==> src/rtl/rotation_matrix_to_quaternion_assert.svh <==
// Assertion macros for the rotation matrix to quaternion block.
// Expects clk and rst_n in the scope where a macro is used.
`ifndef ROTATION_MATRIX_TO_QUATERNION_ASSERT_SVH
`define ROTATION_MATRIX_TO_QUATERNION_ASSERT_SVH

`ifndef SYNTHESIS
`define RMQ_ASSERT_IMP(lbl, ante, cons, msg) \
    lbl: assert property (@(posedge clk) disable iff (!rst_n) (ante) |-> (cons)) \
        else $error(msg);
`define RMQ_ASSERT_NXT(lbl, ante, cons, msg) \
    lbl: assert property (@(posedge clk) disable iff (!rst_n) (ante) |=> (cons)) \
        else $error(msg);
`else
`define RMQ_ASSERT_IMP(lbl, ante, cons, msg)
`define RMQ_ASSERT_NXT(lbl, ante, cons, msg)
`endif

`endif

==> src/rtl/rmq_pkg.sv <==
// Shared constants and types of the rotation matrix to quaternion block.
// No dependencies.
`default_nettype none

package rmq_pkg;

    localparam int DEF_DATA_WIDTH = 16;
    localparam int DEF_FRAC_BITS  = 14;

    // raw quaternion components are held as sign and 31-bit magnitude
    localparam int RAW_W = 31;
    localparam logic [RAW_W-1:0] RAW_MAX = '1;

    typedef enum logic [1:0] {
        BR_TRACE = 2'd0,
        BR_X     = 2'd1,
        BR_Y     = 2'd2,
        BR_Z     = 2'd3
    } branch_t;

    typedef struct packed {
        logic en;
        logic valid;
    } pipe_ctl_t;

endpackage

`default_nettype wire

==> src/rtl/rmq_isqrt.sv <==
// Pipelined integer square root, one root bit per stage, with sideband.
// Depends on rmq_pkg.
`default_nettype none

module rmq_isqrt
    import rmq_pkg::*;
#(
    parameter int IN_W   = 32,
    parameter int SIDE_W = 1,
    localparam int EW    = IN_W + (IN_W % 2),
    localparam int RW    = EW / 2
)(
    input  logic              clk,
    input  logic              rst_n,
    input  pipe_ctl_t         ctl,
    input  logic [IN_W-1:0]   rad,
    input  logic [SIDE_W-1:0] side_in,
    output logic              valid_out,
    output logic [RW-1:0]     root,
    output logic [SIDE_W-1:0] side_out
);

    localparam int REMW = RW + 3;

    logic              vld_reg  [0:RW-1];
    logic [EW-1:0]     x_reg    [0:RW-1];
    logic [REMW-1:0]   rem_reg  [0:RW-1];
    logic [RW-1:0]     root_reg [0:RW-1];
    logic [SIDE_W-1:0] side_reg [0:RW-1];

    genvar i;
    generate
        for (i = 0; i < RW; i++)
        begin : g_stage
            logic              vld_in;
            logic [EW-1:0]     x_in;
            logic [REMW-1:0]   rem_in;
            logic [RW-1:0]     root_in;
            logic [SIDE_W-1:0] sd_in;
            logic [REMW-1:0]   rem_sh;
            logic [REMW-1:0]   trial;
            logic [REMW-1:0]   rem_next;
            logic [RW-1:0]     root_next;

            if (i == 0)
            begin : g_first
                assign vld_in  = ctl.valid;
                assign x_in    = EW'(rad);
                assign rem_in  = '0;
                assign root_in = '0;
                assign sd_in   = side_in;
            end
            else
            begin : g_next
                assign vld_in  = vld_reg[i-1];
                assign x_in    = x_reg[i-1];
                assign rem_in  = rem_reg[i-1];
                assign root_in = root_reg[i-1];
                assign sd_in   = side_reg[i-1];
            end

            always_comb
            begin
                rem_sh = {rem_in[REMW-3:0], x_in[EW-1 -: 2]};
                trial  = {1'b0, root_in, 2'b01};
                if (rem_sh >= trial)
                begin
                    rem_next  = rem_sh - trial;
                    root_next = {root_in[RW-2:0], 1'b1};
                end
                else
                begin
                    rem_next  = rem_sh;
                    root_next = {root_in[RW-2:0], 1'b0};
                end
            end

            always_ff @(posedge clk or negedge rst_n)
            begin
                if (!rst_n)
                    vld_reg[i] <= 1'b0;
                else if (ctl.en)
                    vld_reg[i] <= vld_in;
            end

            always_ff @(posedge clk)
            begin
                if (ctl.en)
                begin
                    root_reg[i] <= root_next;
                    side_reg[i] <= sd_in;
                end
            end

            if (i < RW - 1)
            begin : g_rem
                always_ff @(posedge clk)
                begin
                    if (ctl.en)
                    begin
                        x_reg[i]   <= {x_in[EW-3:0], 2'b00};
                        rem_reg[i] <= rem_next;
                    end
                end
            end
        end
    endgenerate

    assign valid_out = vld_reg[RW-1];
    assign root      = root_reg[RW-1];
    assign side_out  = side_reg[RW-1];

endmodule

`default_nettype wire

==> config.mk <==
export PLATFORM = sky130hd
export DESIGN_NAME = rmq_isqrt
export DESIGN_NICKNAME = d
export VERILOG_FILES = /design/src/rtl/rotation_matrix_to_quaternion_assert.svh /design/src/rtl/rmq_pkg.sv /design/src/rtl/rmq_isqrt.sv
export SDC_FILE = /design/constraint.sdc
export NUM_CORES = 1
export LEC_CHECK = 0
export ABC_AREA = 0
export BUFFER_PORTS_ARGS = -buffer_cell sky130_fd_sc_hd__buf_2
export CORE_MARGIN = 1.5
export CORE_UTILIZATION = 46
export CTS_CLUSTER_DIAMETER = 60
export DETAILED_ROUTE_END_ITERATION = 7
export GPL_ROUTABILITY_DRIVEN = 1
export SKIP_CTS_REPAIR_TIMING = 1
export SLEW_MARGIN = 30
export SYNTH_ARGS = -nofsm -noshare
export SYNTH_HDL_FRONTEND = slang
export SYNTH_SLANG_ARGS = --single-unit
==> constraint.sdc <==
create_clock -name clk -period 6.74 [get_ports clk]
set_clock_uncertainty 0.2 [all_clocks]
set_input_delay 0.337 -clock clk [delete_from_list [all_inputs] [get_ports clk]]
set_output_delay 0.337 -clock clk [all_outputs]
set_load 0.01 [all_outputs]
### After elaboration in Yosys (flattened, before gate mapping)

Memory sizes are Yosys's and may differ from the RTL's.
Cells that the tools add are included.

* input port bits: 37
* memories: 4
* bits in registers: 16
* output and inout bits: 18
* bits in writable memories: 1056

Memory list
* x_reg: depth 16, bits a word 30, rd ports 15, clocked after memory_dff 0, wr ports 15, line rmq_isqrt.sv:26 `logic [EW-1:0] x_reg [0:RW-1];`
* rem_reg: depth 16, bits a word 19, rd ports 15, clocked after memory_dff 0, wr ports 15, line rmq_isqrt.sv:27 `logic [REMW-1:0] rem_reg [0:RW-1];`
* root_reg: depth 16, bits a word 16, rd ports 16, clocked after memory_dff 0, wr ports 16, line rmq_isqrt.sv:28 `logic [RW-1:0] root_reg [0:RW-1];`
* side_reg: depth 16, bits a word 1, rd ports 16, clocked after memory_dff 0, wr ports 16, line rmq_isqrt.sv:29 `logic [SIDE_W-1:0] side_reg [0:RW-1];`

* multiplexer cells: 33
* add/sub/neg operators: 15
* magnitude comparators: 16

Operators by type and width (number)
* greater-or-equal comparator 19 x 18 -> 1 bit: 15
* 2-to-1 mux 19 bit: 15
* subtractor 19 x 18 -> 19 bit: 14
* 2-to-1 mux 1 bit: 18
* subtractor 2 x 1 -> 3 bit, second input constant: 1
* greater-or-equal comparator 2 x 1 -> 1 bit, second input constant: 1

### Logic depth before layout (Yosys ltp)

An unclocked memory read counts as a cell.

* depth after elaboration: 3
* gate-level depth with buffers: 12
* mapped depth without buffers: 9

### Worst setup path before layout

Ideal clock, no wire load.

* path type: reg2reg
* start: memory rem_reg[1][21] in the netlist's numbering
* end: memory rem_reg[1][45] in the netlist's numbering (data pin)
* path slack: 3.773 ns
* required time: 6.280 ns
* period minus slack after synthesis: 2.967 ns
* library setup time: 0.260 ns
* arrival: 2.508 ns
* cell stages (with the launch flop): 9
* cells stage by stage: edfxtp_1 > ha_1 > or3_1 > o22ai_1 > o22ai_1 > a221o_1 > a211o_1 > clkbuf_1 > mux2_2

RTL lines (line)
* start, declared: rmq_isqrt.sv:27

==> flow_metrics.tcl <==
set metrics [dict create \
    largest_reg_flops 240 \
    clock.fmax_ghz 0.280 \
    hold_slack_ns -0.0154 \
    criticalPathCategory "reg -> reg" \
    yosys.area_share.simple_pct 9.07 \
    cts.sinks 645 \
    worstSetupEndpointType "flop" \
    grt_usage_pct 15.1 \
    crit_fanout 28 \
    synthesis.area_mm2 0.0292 \
    num_rows 92 \
    maxCapViolCount 0 \
    required_ns 6.88 \
    drc 0 \
    finalWirelength_mm 49.0 \
    syn-num-nets 2347 \
    yosys_warnings 0 \
    gp_congestion 0.905 \
    synth.distinct_cells 73 \
    seq_area_frac_synth_pct 66.1 \
    ios 55 \
    rsz0062_at_grt "no" \
    via_per_inst 5.20 \
    drive_above_1_share_pct 9.74 \
    clock_path_buffers 3 \
    finalHoldViolCount 1 \
    hpwl_mm 33.7 \
    insertion_delay_ns 0.61 \
    finalCriticalPeriod_ns 3.57 \
    netlist.area_leader.share_pct 64.7 \
    reg2reg_depth 8 \
    power_leakage_nw 12.7 \
    synth_xor_area_share_pct 4.98 \
    grt_pass1_wl_mm 79.2 \
    cts.root.buffer_cell "clkbuf_16" \
    yosysMostFrequentCell "edfxtp_1" \
    ant_nets 0 \
    die_w_um 255 \
    die-area_mm2 0.0650 \
    synth_compound_area_share_pct 8.67 \
    via_count 16600 \
    grt_max_degree 188 \
    synth_async_sr_flop_share_pct 2.48 \
    htree_levels 3 \
    outcome "finished, violations left" \
    slew-limit-headroom_pct 45.0 \
    layout.nets 2488 \
    synthTopCellsByArea "edfxtp_1 (65%), ha_1 (6.5%), xnor2_1 (2.6%)" \
    hold_path_depth 1 \
    avgSynthCellArea_um2 13.5 \
    synthMuxAreaShare_pct 1.80 \
    synth_common_cells "edfxtp_1 (629), inv_1 (186), ha_1 (152), nor2_1 (152), a21oi_1 (123)" \
    drt-wirelength-per-cell_um 15.3 \
    diodes 0 \
    tightest_slew_ns 0.825 \
    fin_cells 3197 \
    synth_cells 2158 \
    cp_data_arrival_time_ns 3.70 \
    synth_top_family_by_area "simple AND/OR/NAND/NOR gates" \
    synth.largest_area_cell "edfxtp_1" \
    synthAdderAreaFrac_pct 6.51 \
    worstSetupStartpointType "flop" \
    numCtsBuffers 69 \
    grt_overflow 0 \
    fin_setup_tns_ns 0 \
    portBuffers 54 \
    syn2layout_area_growth_pct 13.8 \
    setup_viol 0 \
    start_util_pct 46.5 \
    post-route-period-util_pct 52.9 \
    antenna_found_initial 0 \
    drt_pre_antenna_iters 5 \
    synth_seq_cells 645 \
    power_density_mw_per_mm2 316 \
    ir_drop_mv 0.245 \
    die_h_um 255 \
    drv_slew 0 \
    violations "hold timing" \
    grt_pass1_vias 16100 \
    drt-initial-drc-count 1099 \
    synth_ff_type "edfxtp_1" \
    tritoncts "done" \
    hold_class "in -> reg" \
    clk_pin_slew_ns 0.06 \
    dp_cells 3036 \
    synth-edff-count 629 \
    core_mm2 0.0629 \
]
## power breakdown
part           internal [mW]  total [mW]  switching [mW]
combinational          0.675        1.50           0.829
sequential              4.97        5.23           0.253
clock                   2.24        3.76            1.52
## per-stage QoR
| stage | utilization, % | instance area [um2] | power [mW] | hold WS [ns] | setup WS, ns |
|---|---|---|---|---|---|
| 4_1_cts | 52.2 | 32800 | 10.6 | -0.602 | 3.05 |
| 5_1_grt | 52.9 | 33200 | 11.0 | 0.0134 | 2.94 |
| 2_1_floorplan | - | 29200 | 6.32 | -0.159 | 3.77 |
| 3_3_place_gp | 48.5 | 30500 | 6.74 | 0.0547 | 3.02 |
| 3_5_place_dp | 48.6 | 30500 | 6.78 | 0.0636 | 3.08 |
| 6_report | 52.9 | 33200 | 10.5 | -0.0154 | 3.17 |
## per-layer routing
layer,global-route usage [%],share of wire (%),up-vias
met5,0,0,-
met1,19.9,46,7908
met2,24.6,48,324
li1,-,-,8297
met3,2.71,3.9,82
met4,6.12,2.3,0
## cells by family (layout without fill, tap and decap cells)
| kind of cell | Yosys count | in the layout |
|---|---|---|
| muxes | 47 | 47 |
| DFF | 645 | 645 |
| AOI/OAI and AO/OA | 399 | 399 |
| buffers and inverters | 219 | 412 |
| other | 1 | 1 |
| adders and majority gates | 152 | 152 |
| xor gates and xnor gates | 166 | 166 |
| and+or+nand+nor | 529 | 529 |
## final cells by class
type                       instances  area (um2)
inverter                         186         698
clock inverter                    40         495
tap                              846        1060
multi-input combinational       1294        9090
fill                            5338       29600
sequential                       645       19300
timing repair buffer             103         803
clock buffer                      83        1800
## placed cells by master (no fill, tap or decap), types with 10 or more instances in the layout
cell type,n
o21a_1,34
inv_1,186
a21oi_1,123
a211oi_1,13
and3_1,10
a21o_1,28
nand4_1,19
edfxtp_1,629
clkbuf_1,13
xor2_1,79
or3_1,21
clkinv_1,16
nand2b_1,27
clkbuf_16,70
nand2_1,113
dlygate4sd3_1,37
nor2b_1,26
ha_1,152
o21ai_0,94
or4_1,16
nor4_1,28
nor3_1,45
nand3b_1,10
o31ai_1,15
nor2_1,152
nand3_1,26
or2_2,10
xnor2_1,87
mux2_2,44
buf_2,54
dfrtp_1,16
## critical path, stage by stage, from the launching register on
cell and delay, ns:
edfxtp_1 0.40, ha_1 0.26, or3_1 0.37, o22ai_1 0.40, o221ai_1 0.28, or2_2 0.37, a41oi_4 0.68, nor2_1 0.07
mux2_2 0.28
## worst paths after layout
kind / from / endpoint / slack, ns
setup / recovery: rem_reg[1][40] / rem_reg[1][73] / 3.17
hold / removal: ctl[1] / x_reg[0][32] / -0.02
setup reg to reg: rem_reg[1][40] / rem_reg[1][73] / 3.17
hold reg to reg: x_reg[0][176] / x_reg[0][208] / 0.21
max in group asynchronous: rst_n / g_stage[14].vld_in / 5.25
min in group asynchronous: rst_n / g_stage[8].vld_in / 0.65
No activity file was read; power rests on OpenSTA's default activity.
